<file path="config.mk">
export PLATFORM = sky130hd
export DESIGN_NAME = ght_front
export DESIGN_NICKNAME = d
export VERILOG_FILES = /design/src/hdl/ght_pkg.sv /design/src/hdl/ght_front.sv
export SDC_FILE = /design/constraint.sdc
export NUM_CORES = 1
export LEC_CHECK = 0
export BUFFER_PORTS_ARGS = -buffer_cell sky130_fd_sc_hd__buf_2
export CAP_MARGIN = 20
export CORE_UTILIZATION = 52
export DETAILED_ROUTE_END_ITERATION = 8
export MAX_ROUTING_LAYER = met4
export PLACE_DENSITY = 0.88
export SYNTH_ARGS = -nofsm -noshare
export SYNTH_HDL_FRONTEND = slang
export SYNTH_SLANG_ARGS = --single-unit
</file>
<file path="constraint.sdc">
create_clock -name clock -period 10.7 [get_ports clock]
set_input_delay 1.07 -clock clock [delete_from_list [all_inputs] [get_ports clock]]
set_output_delay 1.07 -clock clock [all_outputs]
set_load 0.05 [all_outputs]
</file>
<file path="src/hdl/ght_pkg.sv">
// ght_pkg: shared constants, codes and types of the glyph hash table
// depends on nothing; used by every module in hdl
`timescale 1ns / 1ps
`default_nettype none
package ght_pkg;
   localparam int SLOTS   = 1024;
   localparam int IDX_W   = $clog2(SLOTS);
   localparam int CNT_W   = IDX_W + 1;
   localparam int KEY_W   = 16;
   localparam int PAY_W   = 32;
   localparam int SIZE_W  = 11;
   localparam int LIMIT_W = 10;
   localparam int CSR_IDX_W  = 1;
   localparam int CSR_DATA_W = 11;
   localparam int QUEUE_DEPTH = 2;
   localparam int QPTR_W = $clog2(QUEUE_DEPTH);
   localparam int DIV_STEPS = KEY_W / 2;
   localparam int STEP_W = $clog2(DIV_STEPS);
   localparam int DIV3_MUL = 2731;
   localparam int DIV3_SHIFT = 13;

   localparam logic [SIZE_W-1:0]  SIZE_RESET  = 11'd1024;
   localparam logic [LIMIT_W-1:0] LIMIT_RESET = 10'd815;

   localparam logic [CSR_IDX_W-1:0] CSR_TABLE_SIZE  = 1'b0;
   localparam logic [CSR_IDX_W-1:0] CSR_GLYPH_LIMIT = 1'b1;

   typedef enum logic [1:0] {
      OP_LOOKUP = 2'd0,
      OP_ADD    = 2'd1,
      OP_CLEAR  = 2'd2,
      OP_NONE   = 2'd3
   } op_type;

   typedef struct packed {
      op_type              op;
      logic [KEY_W-1:0]    key;
      logic [PAY_W-1:0]    payload;
      logic [IDX_W-1:0]    home;
      logic [SIZE_W-1:0]   size;
      logic [SIZE_W-1:0]   skip;
   } qentry_type;

   typedef enum logic [1:0] {
      F_IDLE,
      F_DIV,
      F_PUSH
   } front_state_type;

   typedef enum logic [1:0] {
      B_SWEEP,
      B_IDLE,
      B_READ,
      B_CHECK
   } back_state_type;
endpackage
`default_nettype wire

</file>
<file path="src/hdl/ght_front.sv">
// ght_front: takes requests, clamps size, works out skip and home slot
// home = key mod size, two key bits a cycle; uses ght_pkg
`timescale 1ns / 1ps
`default_nettype none
module ght_front (
   input  wire logic                          clock,
   input  wire logic                          reset,
   input  wire logic                          req_valid,
   output logic                               req_ready,
   input  wire logic [1:0]                    req_operation,
   input  wire logic [ght_pkg::KEY_W-1:0]     req_key,
   input  wire logic [ght_pkg::PAY_W-1:0]     req_payload,
   input  wire logic [ght_pkg::SIZE_W-1:0]    table_size,
   input  wire logic                          q_full,
   output logic                               q_push,
   output ght_pkg::qentry_type                q_data
);
   ght_pkg::front_state_type state_ff, state_in;
   logic [1:0]                      op_ff;
   logic [ght_pkg::KEY_W-1:0]       key_ff, shreg_ff, shreg_in;
   logic [ght_pkg::PAY_W-1:0]       pay_ff;
   logic [ght_pkg::SIZE_W-1:0]      size_ff, skip_ff, sz, skip;
   logic [ght_pkg::IDX_W-1:0]       rem_ff, rem_in, rem_mid;
   logic [ght_pkg::STEP_W-1:0]      step_ff, step_in;
   logic [23:0]                     prod;
   logic [ght_pkg::SIZE_W-1:0]      t0, t1;
   logic                            accept;

   always_comb begin
      if (table_size == '0) begin
         sz = ght_pkg::SIZE_W'(1);
      end else if (table_size > ght_pkg::SIZE_W'(ght_pkg::SLOTS)) begin
         sz = ght_pkg::SIZE_W'(ght_pkg::SLOTS);
      end else begin
         sz = table_size;
      end
   end

   assign prod = 24'({sz, 1'b0}) * 24'(ght_pkg::DIV3_MUL);
   assign skip = ght_pkg::SIZE_W'(prod >> ght_pkg::DIV3_SHIFT) | ght_pkg::SIZE_W'(1);

   // restoring remainder, two key bits a cycle
   always_comb begin
      t0 = {rem_ff, shreg_ff[ght_pkg::KEY_W-1]};
      rem_mid = (t0 >= size_ff) ? ght_pkg::IDX_W'(t0 - size_ff) : t0[ght_pkg::IDX_W-1:0];
      t1 = {rem_mid, shreg_ff[ght_pkg::KEY_W-2]};
      rem_in = (t1 >= size_ff) ? ght_pkg::IDX_W'(t1 - size_ff) : t1[ght_pkg::IDX_W-1:0];
      shreg_in = {shreg_ff[ght_pkg::KEY_W-3:0], 2'b00};
      step_in = step_ff + ght_pkg::STEP_W'(1);
   end

   always_comb begin
      state_in = state_ff;
      case (state_ff)
         ght_pkg::F_IDLE: begin
            if (req_valid) state_in = ght_pkg::F_DIV;
         end
         ght_pkg::F_DIV: begin
            if (step_ff == ght_pkg::STEP_W'(ght_pkg::DIV_STEPS - 1)) state_in = ght_pkg::F_PUSH;
         end
         ght_pkg::F_PUSH: begin
            if (!q_full) state_in = ght_pkg::F_IDLE;
         end
         default: state_in = ght_pkg::F_IDLE;
      endcase
   end

   always_comb begin
      req_ready = (state_ff == ght_pkg::F_IDLE);
      q_push = (state_ff == ght_pkg::F_PUSH) && !q_full;
      accept = req_valid && req_ready;
      q_data.op = ght_pkg::op_type'(op_ff);
      q_data.key = key_ff;
      q_data.payload = pay_ff;
      q_data.home = rem_ff;
      q_data.size = size_ff;
      q_data.skip = skip_ff;
   end

   always_ff @(posedge clock) begin
      if (reset) begin
         state_ff <= ght_pkg::F_IDLE;
      end else begin
         state_ff <= state_in;
      end
   end

   always_ff @(posedge clock) begin
      if (accept) begin
         op_ff <= req_operation;
         key_ff <= req_key;
         pay_ff <= req_payload;
         shreg_ff <= req_key;
         size_ff <= sz;
         skip_ff <= skip;
         rem_ff <= '0;
         step_ff <= '0;
      end else if (state_ff == ght_pkg::F_DIV) begin
         shreg_ff <= shreg_in;
         rem_ff <= rem_in;
         step_ff <= step_in;
      end
   end
endmodule
`default_nettype wire

</file>
Yosys cells after proc, flatten, opt, wreduce, memory -nomap -nowiden:

Cells that the tools add are included.

* equality and inequality tests: 6
* reduce and logical (&&, ||, !) cells: 7
* add/sub/neg operators: 3
* multipliers: 1
* magnitude comparators: 3
* muxes and demuxes: 10

Operators by type and width (number)
* $mux W16: 2
* $mul A11 B12 Y23 const B: 1
* $ge A11 B11 Y1: 2
* $mux W11: 2
* $mux W10: 2
* $sub A10 B10 Y10: 2
* $gt A11 B11 Y1 const B: 1
* $logic_not A11 Y1: 1
* $mux W2: 3
* $ne A2 B2 Y1 const B: 3
* $pmux W2 S3: 1
* $add A3 B1 Y3 const B: 1
* $eq A3 B3 Y1 const B: 1
* $reduce_and A3 Y1: 1
* $eq A2 B1 Y1 const B: 1
* $eq A2 B2 Y1 const B: 1
* $logic_and A1 B1 Y1: 2
* $logic_not A2 Y1: 1
* $reduce_bool A2 Y1: 1
* $logic_not A1 Y1: 1

* output and inout bits: 84
* bits of input ports: 65
* flip-flop bits (word level): 102

Longest topological paths before layout:

* depth in word-level cells: 4
* gate-level depth with buffers: 19
* depth with buffers taken out: 19

Worst setup path before layout:

OpenSTA, ideal clock, no wires.

* path kind: in2reg
* start point: input table_size[10] in the netlist's numbering
* end point: register skip_ff[7] in the netlist's numbering (data pin)
* path slack: 5037 ps
* library setup time: 263 ps
* path buffers: 1
* required time: 10437 ps
* arrival: 5400 ps
* stages: 16
* cells stage by stage: clkbuf_1 > nor2b_1 > ha_1 > fa_1 > inv_1 > fa_1 > fa_1 > fa_1 > inv_1 > ha_1 > a21oi_1 > nand2_1 > o311a_1 > o211a_1 > a311oi_1 > xnor2_1

* word-level cells in the longest chain between the ends: 4

RTL lines
* from (decl): line ght_front.sv:13 `input wire logic [ght_pkg::SIZE_W-1:0] table_size,`
* $gt A11 B11 Y1: line ght_front.sv:32 `end else if (table_size > ght_pkg::SIZE_W'(ght_pkg::SLOTS)) begin`
* $mux W11: line ght_front.sv:32
* $mux W11 (*): line ght_front.sv:30 `if (table_size == '0) begin`
* named net sz (one bit): line ght_front.sv:22 `logic [ght_pkg::SIZE_W-1:0] size_ff, skip_ff, sz, skip;`
* $mul A11 B12 Y23 (*): line ght_front.sv:39 `assign prod = 24'({sz, 1'b0}) * 24'(ght_pkg::DIV3_MUL);`
* named net prod[20]: line ght_front.sv:25 `logic [23:0] prod;`
* to (signal assigned): line ght_front.sv:95 `skip_ff <= skip;`
* to (decl): line ght_front.sv:22

The timed path passes the listed nets; every way through them passes the cells marked *.
A chain may end at the register's enable or synchronous reset.

Final worst setup path:

Ends and elaborated chain as after synthesis.

==> flow_summary.yaml <==
run_status:
  status: "complete, no violations"
layout:
  fill_cells: 1028
  utilization_pct: 63.2
  n_antenna_cell: 0
  fin_nets: 895
  final_layout_size_suffix_gt1_share_pct: 28.3
  stdcell_count: 882
  synthToLayoutAreaGrowth_pct: 18.3
sta:
  finalClockSkew_ns: 0.00883
  fin_crit_ns: 5.66
  setup_tns_ns: 0
  hold_violations: 0
  rsz0062_at_grt: "no"
  post-route-period-util_pct: 52.9
  slew_violations: 0
  setup_violations: 0
  fmaxAchievable_mhz: 177
  tightest_slew_ns: 0.982
  hold_slack_ns: 0.495
  maxSlewHeadroom_pct: 34.4
detailed_routing:
  wl_um: 14200
  first_iter_violations: 225
  routed-wl-met3_um: 461
  wire_per_inst_um: 16.1
  drc_errors: 0
  wl_met2_um: 7630
  top_layer: "met4"
  vias: 4619
  antenna_left: 0
  vias_per_cell: 5.24
  drt-met1-wl_um: 5900
  firstDrtPassIters: 4
synth:
  syn_inst: 552
  yosysSeqAreaShare_pct: 43.2
  ys_seq_elements: 102
  ys.flop_type: "edfxtp_1"
  syn_area_um2: 6740
  async_flop_share_pct: 0
  synth-edff-count: 87
  synth_nets: 742
  syn_avg_cell_area_um2: 12.2
  ys_warn_count: 0
  ys_types: 66
floorplan:
  die_area_um2: 13400
  die_x_um: 116
  num_rows: 41
  start_util_pct: 53.4
  coreArea_um2: 12600
  die_h_um: 116
  ios: 149
clocking:
  cts_hold_buffers: 0
  clock-root-buffer: "clkbuf_16"
  cts_max_level: 3
  clock_sinks: 102
  clk_latency_ns: 0.34
  clock_path_buffers: 2
  cts_tree: "done"
  postCtsSetupBuffers: 0
  numCtsBuffers: 9
  cts_resized: 0
  path_clk_slew_ns: 0.07
critical_path:
  critPathArrivalTime_ns: 5.76
  critPathMaxStageDelay_ns: 0.55
  setup.worst_path.end_class: "flip-flop"
  path_cells: "buf_2 > nor2b_1 > ha_1 > fa_1 > inv_1 > fa_1 > fa_1 > fa_1 > inv_1 > ha_1 > a21oi_1 > nand2_1 > o311a_1 > o211a_1 > a311oi_1 > xnor2_1"
  cp.required_ns: 10.79
  cp_top_family: "adder cells"
  crit_buf_inv: 3
  start_kind: "primary input"
  crit_top_cell: "fa_1"
  worstSetupPathType: "in -> reg"
  crit_path_max_fanout: 14
  cp_slowest_cell: "fa_1"
  reg2reg_slack_ns: 6.19
global_route:
  grt_overflow: 0
  grt_pass1_vias: 4770
  grt_pass1_wl_um: 22900
  antenna_found_initial: 0
  grtUsageTotal_pct: 23.0
  grt_max_degree: 87
placement:
  placedCellCount: 865
  io_buffers: 147
  dp_hpwl_um: 11600
  gp_congestion: 0.871
power_and_ir_drop:
  p_leak_nw: 3.87
  ir_drop_uv: 137
  powerDensity_nw_per_um2: 223
run:
  maxCapViolations: 0
worst_hold_path:
  hold_path_class: "reg -> reg"
## placed cells by master, fill, tap and decap left out, types with 5 or more instances in the layout
cell type | netlist | layout
nand2_1 | 22 | 22
fa_1 | 33 | 33
nor2b_1 | 15 | 15
xnor2_1 | 12 | 12
mux2_2 | 21 | 21
ha_1 | 92 | 92
o21ai_0 | 12 | 12
edfxtp_1 | 87 | 87
nand4_1 | 5 | 5
nor2_1 | 15 | 15
dfxtp_1 | 15 | 15
a21oi_1 | 16 | 16
clkbuf_16 | 0 | 9
nand2b_1 | 7 | 7
xor2_1 | 8 | 8
a21o_1 | 9 | 9
o211ai_1 | 5 | 5
nand3_1 | 8 | 8
nor3_1 | 7 | 7
inv_1 | 84 | 84
buf_2 | 1 | 147
## registers in the layout, indices dropped and copies added (netlist names)
signal and flops:
shreg_ff 16, op_ff 2, key_ff 16, state_ff 2
skip_ff 10, size_ff 11, step_ff 3, pay_ff 32
rem_ff 10
## Yosys cell counts (12+ instances only)
library cell	n	share of area [%]
o21ai_0	12	0.89
edfxtp_1	87	39
a21oi_1	16	1.2
xnor2_1	12	1.6
dfxtp_1	15	4.5
fa_1	33	9.8
nand2_1	22	1.2
nor2b_1	15	1.4
nor2_1	15	0.84
ha_1	92	17
inv_1	84	4.7
mux2_2	21	3.5
## cell type report
| cell class | instances | area [um2] | share of cell area (%) |
|---|---|---|---|
| clock buffers | 10 | 229 | 2.87 |
| clock inverters | 6 | 53.8 | 0.675 |
| inverters | 84 | 315 | 3.95 |
| multi-input cells | 359 | 3480 | 43.6 |
| flip-flops and latches | 102 | 2910 | 36.5 |
| well taps | 172 | 215 | 2.70 |
| repair buffers | 149 | 771 | 9.66 |
## worst register-to-register path, cell delays in order (launching register included)
cell,delay [ns]
edfxtp_1,0.48
inv_1,0.20
ha_1,0.27
nor2b_2,0.17
o2111ai_2,0.28
a311oi_4,0.18
a41oi_4,0.42
mux2_2,0.42
ha_1,0.36
nand4_1,0.15
nor3_1,0.09
o21ai_1,0.14
nand2b_1,0.16
o41ai_4,0.67
mux2i_1,0.19
a22o_1,0.22
## through the flow
stage	total power, mW	area [um2]	worst slack (ns)
after global placement	1.43	7670	4.84
after detailed placement	1.46	7670	4.70
after global routing	1.90	7980	4.85
final	1.78	7980	5.04
after CTS	1.78	7950	5.06
after floorplan	1.26	6740	5.04
## power by group
group / total, mW / internal (mW) / switching [mW]
clock: 0.312 / 0.162 / 0.150
combinational: 0.935 / 0.357 / 0.578
sequential: 0.529 / 0.499 / 0.0306
## worst paths after layout
kind	depth (start not counted)	from	to
setup / recovery	16	table_size[10]	skip_ff[7]
hold / removal	2	step_ff[0]	step_ff[0]
setup reg to reg	15	size_ff[1]	rem_ff[0]
hold reg to reg	2	step_ff[0]	step_ff[0]
## layer usage
layer | vias up | GRT usage [%]
met4 | 0 | 6.75
met5 | - | -
met1 | 2232 | 26.1
met3 | 18 | 3.82
li1 | 2272 | -
met2 | 97 | 41.5
## cells by family after synthesis
family / count (synthesis) / synth area share, %
flops: 102 / 43.2
xor+xnor: 20 / 2.60
mux: 26 / 4.33
buf+inv: 91 / 5.20
other cells: 2 / 0.111
fa+ha+maj: 125 / 26.9
compound gates: 83 / 9.49
simple gates: 103 / 8.19
No activity file was read; power rests on OpenSTA's default activity.
