**config.mk**
```make
export PLATFORM = sky130hd
export DESIGN_NAME = ght_queue
export DESIGN_NICKNAME = d
export VERILOG_FILES = /design/src/hdl/ght_pkg.sv /design/src/hdl/ght_queue.sv
export SDC_FILE = /design/constraint.sdc
export NUM_CORES = 1
export LEC_CHECK = 0
export BUFFER_PORTS_ARGS = -buffer_cell sky130_fd_sc_hd__buf_2
export CORE_MARGIN = 1.5
export CORE_UTILIZATION = 25
export CTS_CLUSTER_SIZE = 10
export DETAILED_ROUTE_END_ITERATION = 8
export SKIP_CTS_REPAIR_TIMING = 1
export SYNTH_ARGS = -nofsm -noshare
export SYNTH_HDL_FRONTEND = slang
export SYNTH_SLANG_ARGS = --single-unit
```
**constraint.sdc**
```tcl
create_clock -name clock -period 13.88 [get_ports clock]
set_input_delay 1.388 -clock clock [delete_from_list [all_inputs] [get_ports clock]]
set_output_delay 1.388 -clock clock [all_outputs]
set_load 0.005 [all_outputs]
```
**src/hdl/ght_pkg.sv**
```systemverilog
// ght_pkg: shared constants, codes and types of the glyph hash table
// depends on nothing; used by every module in hdl
`timescale 1ns / 1ps
`default_nettype none
package ght_pkg;
   localparam int SLOTS   = 1024;
   localparam int IDX_W   = $clog2(SLOTS);
   localparam int CNT_W   = IDX_W + 1;
   localparam int KEY_W   = 16;
   localparam int PAY_W   = 32;
   localparam int SIZE_W  = 11;
   localparam int LIMIT_W = 10;
   localparam int CSR_IDX_W  = 1;
   localparam int CSR_DATA_W = 11;
   localparam int QUEUE_DEPTH = 2;
   localparam int QPTR_W = $clog2(QUEUE_DEPTH);
   localparam int DIV_STEPS = KEY_W / 2;
   localparam int STEP_W = $clog2(DIV_STEPS);
   localparam int DIV3_MUL = 2731;
   localparam int DIV3_SHIFT = 13;

   localparam logic [SIZE_W-1:0]  SIZE_RESET  = 11'd1024;
   localparam logic [LIMIT_W-1:0] LIMIT_RESET = 10'd815;

   localparam logic [CSR_IDX_W-1:0] CSR_TABLE_SIZE  = 1'b0;
   localparam logic [CSR_IDX_W-1:0] CSR_GLYPH_LIMIT = 1'b1;

   typedef enum logic [1:0] {
      OP_LOOKUP = 2'd0,
      OP_ADD    = 2'd1,
      OP_CLEAR  = 2'd2,
      OP_NONE   = 2'd3
   } op_type;

   typedef struct packed {
      op_type              op;
      logic [KEY_W-1:0]    key;
      logic [PAY_W-1:0]    payload;
      logic [IDX_W-1:0]    home;
      logic [SIZE_W-1:0]   size;
      logic [SIZE_W-1:0]   skip;
   } qentry_type;

   typedef enum logic [1:0] {
      F_IDLE,
      F_DIV,
      F_PUSH
   } front_state_type;

   typedef enum logic [1:0] {
      B_SWEEP,
      B_IDLE,
      B_READ,
      B_CHECK
   } back_state_type;
endpackage
`default_nettype wire

```
**src/hdl/ght_queue.sv**
```systemverilog
// ght_queue: short queue of classified requests between front and back
// holds ght_pkg::qentry_type items
`timescale 1ns / 1ps
`default_nettype none
module ght_queue (
   input  wire logic                 clock,
   input  wire logic                 reset,
   input  wire logic                 push,
   input  wire ght_pkg::qentry_type  push_data,
   input  wire logic                 pop,
   output ght_pkg::qentry_type       pop_data,
   output logic                      full,
   output logic                      empty
);
   ght_pkg::qentry_type entry_ff [ght_pkg::QUEUE_DEPTH];
   logic [ght_pkg::QPTR_W-1:0] wr_ff, wr_in, rd_ff, rd_in;
   logic [ght_pkg::QPTR_W:0]   count_ff, count_in;

   always_comb begin
      full = (count_ff == (ght_pkg::QPTR_W+1)'(ght_pkg::QUEUE_DEPTH));
      empty = (count_ff == '0);
      pop_data = entry_ff[rd_ff];
      wr_in = push ? wr_ff + ght_pkg::QPTR_W'(1) : wr_ff;
      rd_in = pop ? rd_ff + ght_pkg::QPTR_W'(1) : rd_ff;
      count_in = count_ff;
      if (push && !pop) count_in = count_ff + (ght_pkg::QPTR_W+1)'(1);
      if (pop && !push) count_in = count_ff - (ght_pkg::QPTR_W+1)'(1);
   end

   always_ff @(posedge clock) begin
      if (reset) begin
         wr_ff <= '0;
         rd_ff <= '0;
         count_ff <= '0;
      end else begin
         wr_ff <= wr_in;
         rd_ff <= rd_in;
         count_ff <= count_in;
      end
   end

   always_ff @(posedge clock) begin
      if (push) entry_ff[wr_ff] <= push_data;
   end
endmodule
`default_nettype wire

```
# After elaboration in Yosys (flattened, before gate mapping)

Memory sizes are Yosys's and may differ from the RTL's. A register that Yosys moved wholly into a read port is not among the register bits.
Cells that the tools add are included.

Output and inout bits: 84
Logic and storage cells: 21
Memory bits (writable): 164
Memories kept: 1
Bits in registers: 4
Bits of input ports: 86

Memory list:

| memory   | depth | bits a word | read ports | clocked after memory_dff | write ports | RTL line        | source |
|---|---|---|---|---|---|---|---|
| entry_ff | 2     | 82          | 1          | 1                        | 1           | ght_queue.sv:15 | `ght_pkg::qentry_type entry_ff [ght_pkg::QUEUE_DEPTH];` |

Equal/unequal tests: 1
Add/sub/neg operators: 4
Mux-type cells: 6
Reduce and logical (&&, ||, !) cells: 6

Operators with widths:

| kind                                             | count |
|---|---|
| 2-to-1 mux 1 bit                                 | 4 |
| 2-to-1 mux 2 bit                                 | 2 |
| adder 1 bit, second input constant               | 2 |
| adder 2 x 1 -> 2 bit, second input constant      | 1 |
| equality test 2 bit, second input constant       | 1 |
| logical AND 1 bit                                | 2 |
| zero test 1 bit                                  | 2 |
| zero test 2 bit                                  | 1 |
| nonzero test 2 bit                               | 1 |
| subtractor 2 x 1 -> 2 bit, second input constant | 1 |

# Longest topological paths before layout

Gate-level depths: netlist of the first run.

Depth after elaboration: 4
Gate-level depth with buffers: 5
Gate-level depth less buffers: 5

# Least setup slack after synthesis of the first run

OpenSTA, ideal clock, no wires.

Kind: input to register
Start: input push
End: memory entry_ff[0][0] (netlist name), enable pin
Data required time: 13.355 ns
Path slack: 8.471 ns
Library setup time: 0.525 ns
Stages on the path: 2
Buffers on the path: 0
Data arrival time: 4.884 ns
Cell sequence: inv_1 > nor2_1

Longest elaborated chain between the ends: 2

Ends and longest elaborated chain:

| what                                   | RTL line        | source |
|---|---|---|
| from (decl)                            | ght_queue.sv:8  | `input wire logic push,` |
| 2-to-1 mux 1 bit                       | ght_queue.sv:43 | `if (push) entry_ff[wr_ff] <= push_data;` |
| 2-to-1 mux 1 bit (not written as such) | ght_queue.sv:43 |  |
| to (decl)                              | ght_queue.sv:15 |  |

No other way between the ends.

==> results.cfg, run 1 <==
[outcome]
outcome = completed

[hold_path]
worstHoldStart = count_ff[1]
min_path_cells = 2
whs_endpoint = count_ff[1]
hp-class = flip-flop to flip-flop

[synthesis]
synthAdderAreaFrac_pct = 0.204
synth_top_family_by_area = multiplexers
synthXorXnorAreaFrac_pct = 0.573
netlist_area_um2 = 6120
yosys_warnings = 0
syn_avg_cell_area_um2 = 22.1
ys_types = 15
ys_ff_latch = 169
ys_seq_area_share_pct = 82.1
synth_compound_area_share_pct = 0.164
synth-simple-area-share_pct = 0.716
netlist_instances = 277
syn_nets = 364
synthMuxAreaShare_pct = 15.1

[clock_network]
cts.path.max_buffers = 2
cts_root_buffer = clkbuf_16
cts_sinks = 169
cts_made_buffers = 17
cts_tree = built
cts_max_level = 4
worst_skew_pair.late_latency_ns = 0.42
clk_pin_slew_ns = 0.07

[route]
drt_first_pass_iters = 4
routedWlPerCell_um = 14.7
routed_wl_mm = 11.6
drt_iter0_drc = 133
via_count = 3150
drtAntennaViolNets = 0
vias_per_cell = 3.97
remaining_drc_errors = 0

[worst_setup_path]
worstPathCellList = mux2_2, buf_2
slowest_delay_ns = 1.09
worstReg2RegStart = wr_ff
arrival_ns = 2.14
rr_endpoint = entry_ff[1][69]
ff2ff_path_depth = 1
end_kind = output port
cpMaxStageDelayCell = dfxtp_4
path_class = flip-flop to output port
required_ns = 12.49
ff2ff_setup_slack_ns = 12.04
worstSetupStartpointType = flip-flop
cp_max_fo = 82

[sta]
tightest_slew_ns = 1.18
setup_viol = 0
timing.final.hold_violations = 0
timing.final.ws_setup_ns = 10.35
period_minus_slack_ns = 3.53
fmax_ghz = 0.283
tns_ns = 0
skew_ns = 0.0130
finalMaxSlewViolations = 0
post-route-period-util_pct = 25.5
relSlewSlack_pct = 21.4
rsz0062_at_grt = no

[place]
place_ws_ns = 10.72
dpl.hpwl_mm = 7.23
place_congestion = 0.731
port_buffers = 169

[cells_and_area]
fill_cells = 2370
final_cell_mix = 169 x buf_2, 164 x edfxtp_1, 82 x mux2_2
n_antenna_cell = 0
finish.utilization_pct = 32.7
finalNetCount = 544
area_delta_synth_final_pct = 29.2
final_common_cell = buf_2
drive_gt1_share_pct = 61.3

[job]
maxCapViolations = 0

[power]
p_per_area_nw_per_um2 = 149
p_total_w = 0.00118
leakagePower_nw = 2.89
combPwrFrac_pct = 8.4
netSwitchingPower_w = 0.000272
max-vdd-ir-drop_v = 0.0000659
p_seq_share_pct = 52.0
sw_frac_of_total_pct = 23.1
clkPwrFrac_pct = 39.6
p_int_w = 0.000905

[floorplan]
die_w_um = 159
core_area_um2 = 24200
dieArea_um2 = 25400
io_pins = 170
start_util_pct = 25.3
die_h_um = 159
num_rows = 57

[global_routing]
overflow = 0
grt_usage_pct = 9.34
grt_pass1_vias = 3477
grt_pass1_wl_mm = 18.2
antenna_found_initial = 0
grt_max_degree = 83
cells by family (layout without fill, tap and decap cells):
kind of cell               count (synthesis)  count (layout)
and+or+nand+nor                            9               9
muxes                                     82              82
buffers and inverters                     10             203
AOI/OAI and AO/OA                          2               2
adders and majority gates                  1               1
xor gates and xnor gates                   4               4
DFF                                      169             169
layout make-up:
class,count,area [um^2],share of cell area [%]
clock inverter,15,154,1.95
multi-input combinational,98,1030,13.1
timing repair buffer,170,853,10.8
inverter,1,3.75,0.0475
tap,324,405,5.13
sequential,169,5030,63.6
clock buffer,17,425,5.38
metal layers:
| layer | GRT usage [%] | share of wire, % | up-vias |
|---|---|---|---|
| li1 | - | - | 1449 |
| met1 | 10.5 | 42 | 1580 |
| met2 | 16.0 | 50 | 109 |
| met3 | 3.28 | 6.0 | 12 |
| met4 | 4.16 | 1.7 | 0 |
| met5 | 0 | 0 | - |
worst max-delay path by stage:
stage | startpoint | to | slack [ns] | cells after the start
global placement | flip-flop | pop_data[10] | 10.79 | 2
floorplan | push | entry_ff[0][0] | 8.47 | 2
finish | flip-flop | pop_data[64] | 10.35 | 2
global route | flip-flop | pop_data[66] | 10.20 | 2
detailed placement | flip-flop | pop_data[10] | 10.72 | 2
CTS | flip-flop | pop_data[66] | 10.27 | 2
cells in the mapped netlist:
cell	instances	share of area, %
dfxtp_1	5	1.6
buf_4	8	0.98
and2b_2	1	0.14
xor2_1	1	0.14
a21oi_1	1	0.082
edfxtp_1	164	80
mux2_2	82	15
buf_2	1	0.082
xnor2_1	3	0.43
o21ai_0	1	0.082
inv_1	1	0.061
ha_1	1	0.20
nor2_1	6	0.37
and2_1	1	0.10
or3_1	1	0.10
power groups by stage:
stage	Sequential [W]	Combinational (W)	Clock, W
after global routing	0.000616	0.000109	0.000504
final	0.000612	0.0000995	0.000466
after global placement	0.000622	0.0000998	0
after floorplan	0.000614	0.0000596	0
after detailed placement	0.000625	0.000102	0
after CTS	0.000613	0.000102	0.000484
critical path: cells and delay by family (launching register included):
kind / cells / cell delay (ns)
flip-flops: 1 / 1.09
multiplexers: 1 / 0.44
buffers and inverters: 1 / 0.13
registers in the layout, indices dropped and copies added (netlist names), named ones only:
signal,count
entry_ff,164
rd_ff,1
count_ff,2
wr_ff,1
stage by stage:
| step | hold WS [ns] | instance area [um^2] | instances |
|---|---|---|---|
| finish | 0.505 | 7910 | 794 |
| global placement | 0.479 | 7330 | 762 |
| CTS | 0.509 | 7910 | 794 |
| detailed placement | 0.494 | 7330 | 762 |
| global route | 0.529 | 7910 | 794 |
| floorplan | 0.461 | 6120 | 277 |
No activity file was read; power rests on OpenSTA's default activity.
==> inputs of run 2 (changes only) <==
Clock period 13.88 ns to 3.7 ns, I/O delays scaled along.
==> run 2 against run 1 <==
Effect of this change:
- power rose to 3.8 times the previous value
- routed wire length up 1.3%
- clock skew down 0.0066 ns
- via count down 0.16%
- highest routed layer is now met5
- flip-flop and latch count unchanged
- non-clock buffer count up 3
- sequential power rose to 3.7 times the previous value
- combinational power rose to 3.8 times the previous value
- register-to-register slack worse by 10 ns
- setup slack worse by 9.1 ns
- cell count up 0.38%
- die area unchanged
- largest power group unchanged
==> results.cfg, run 2 (synthesis results as in run 1) <==
[worst_setup_path]
required_ns = 3.33
path_class = flip-flop to output port
worstSetupStartpointType = flip-flop
arrival_ns = 2.12
cp_max_fo = 82
rr_endpoint = entry_ff[1][17]
worstReg2RegStart = wr_ff
end_kind = output port
ff2ff_setup_slack_ns = 1.83
ff2ff_path_depth = 2

[cells_and_area]
n_antenna_cell = 0
area_delta_synth_final_pct = 29.9
drive_gt1_share_pct = 60.9
finalNetCount = 547
largest_reg_flops = 164
top_regs = entry_ff: 164 flops, count_ff: 2 flops
final_common_cell = buf_2
top_register = entry_ff
final_cell_mix = 169 x buf_2, 164 x edfxtp_1, 82 x mux2_2
stdcell_count = 797

[floorplan]
start_util_pct = 25.3
core_area_um2 = 24200
io_pins = 170
die_h_um = 159
die_w_um = 159
num_rows = 57
dieArea_um2 = 25400

[global_routing]
overflow = 0
grt_max_degree = 83
grt_pass1_wl_mm = 18.5
grt_use_met1_pct = 10.7
antenna_found_initial = 1
grt_pass1_vias = 3532
gr-usage-met2_pct = 16.7
grt_usage_pct = 9.51
gr-max-usage-layer = met2
met3_usage_pct = 3.28

[route]
remaining_drc_errors = 0
via_count = 3145
routedWlPerCell_um = 14.8
vias_per_cell = 3.95
drtAntennaViolNets = 0
drt_iter0_drc = 165
routed_wl_mm = 11.8
drt_first_pass_iters = 4

[clock_network]
cts_max_level = 4
clk_pin_slew_ns = 0.07
worst_skew_pair.late_latency_ns = 0.41
cts_made_buffers = 17
cts_root_buffer = clkbuf_16
cts_tree = built
cts.path.max_buffers = 2
cts_sinks = 169

[place]
dp.cells = 765
place_congestion = 0.738
port_buffers = 169
dpl.hpwl_mm = 7.68

[hold_path]
min_path_cells = 1
hp-class = primary input to flip-flop
worstHoldStart = push_data[77]
whs_endpoint = entry_ff[0][77]

[outcome]
outcome = completed

[sta]
finalMaxSlewViolations = 0
skew_ns = 0.00641
period_minus_slack_ns = 2.49
post-route-period-util_pct = 67.2
fmax_ghz = 0.402
rsz0062_at_grt = no
relSlewSlack_pct = 24.7
tns_ns = 0
tightest_slew_ns = 1.13
setup_viol = 0
timing.final.hold_violations = 0

[job]
maxCapViolations = 0

[power]
p_per_area_nw_per_um2 = 564
leakagePower_nw = 2.90
max-vdd-ir-drop_v = 0.000281
-- run 2: cell count changes in the layout (fill, tap and decap cells not counted), sizes merged --
cell	before	now
inv	11	4
clkinvlp	1	3
buf	170	173
bufinv	1	3
clkbuf	17	19
clkinv	3	4
-- run 2: how the worst max path moves through the flow --
stage | from | endpoint | slack [ns] | cells past startpoint
global placement | flip-flop | pop_data[18] | 1.64 | 2
finish | flip-flop | pop_data[20] | 1.21 | 2
detailed placement | flip-flop | pop_data[18] | 1.60 | 2
floorplan | push | entry_ff[0][0] | 0.74 | 2
global route | flip-flop | pop_data[16] | 1.04 | 2
CTS | flip-flop | pop_data[18] | 1.14 | 2
-- run 2: worst max-delay path, stage by stage (launching register included) --
cell     delay [ns]
dfxtp_4        1.08
mux2_2         0.43
buf_2          0.13
-- run 2: through the flow --
step           total power, W  hold WS (ns)  instance area (um^2)  utilization [%]  setup slack, ns
2_1_floorplan         0.00252         0.439                  6120                -            0.735
3_3_place_gp          0.00271         0.479                  7350             30.4             1.64
3_5_place_dp          0.00272         0.505                  7350             30.4             1.60
4_1_cts               0.00456         0.116                  7950             32.9             1.14
5_1_grt               0.00467         0.117                  7950             32.9             1.04
6_report              0.00448         0.145                  7950             32.9             1.21
-- run 2: layout make-up --
cell class	count	area, um^2
Clock buffer	19	433
Multi-Input combinational cell	98	1030
Clock inverter	13	169
Inverter	1	3.75
Tap cell	324	405
Timing Repair Buffer	173	876
Sequential cell	169	5030
Fill cell	2349	16200
-- run 2: report_power, final --
group,switching [W],internal (W),total (W)
clock,0.000739,0.00107,0.00181
combinational,0.000170,0.000209,0.000379
sequential,0.0000611,0.00223,0.00229
total,0.000970,0.00351,0.00448
-- run 2: per-layer routing --
layer	part of all wire, %	vias up
met1	42	1580
met2	51	94
met5	0.11	-
li1	-	1461
met4	1.0	2
met3	5.3	8
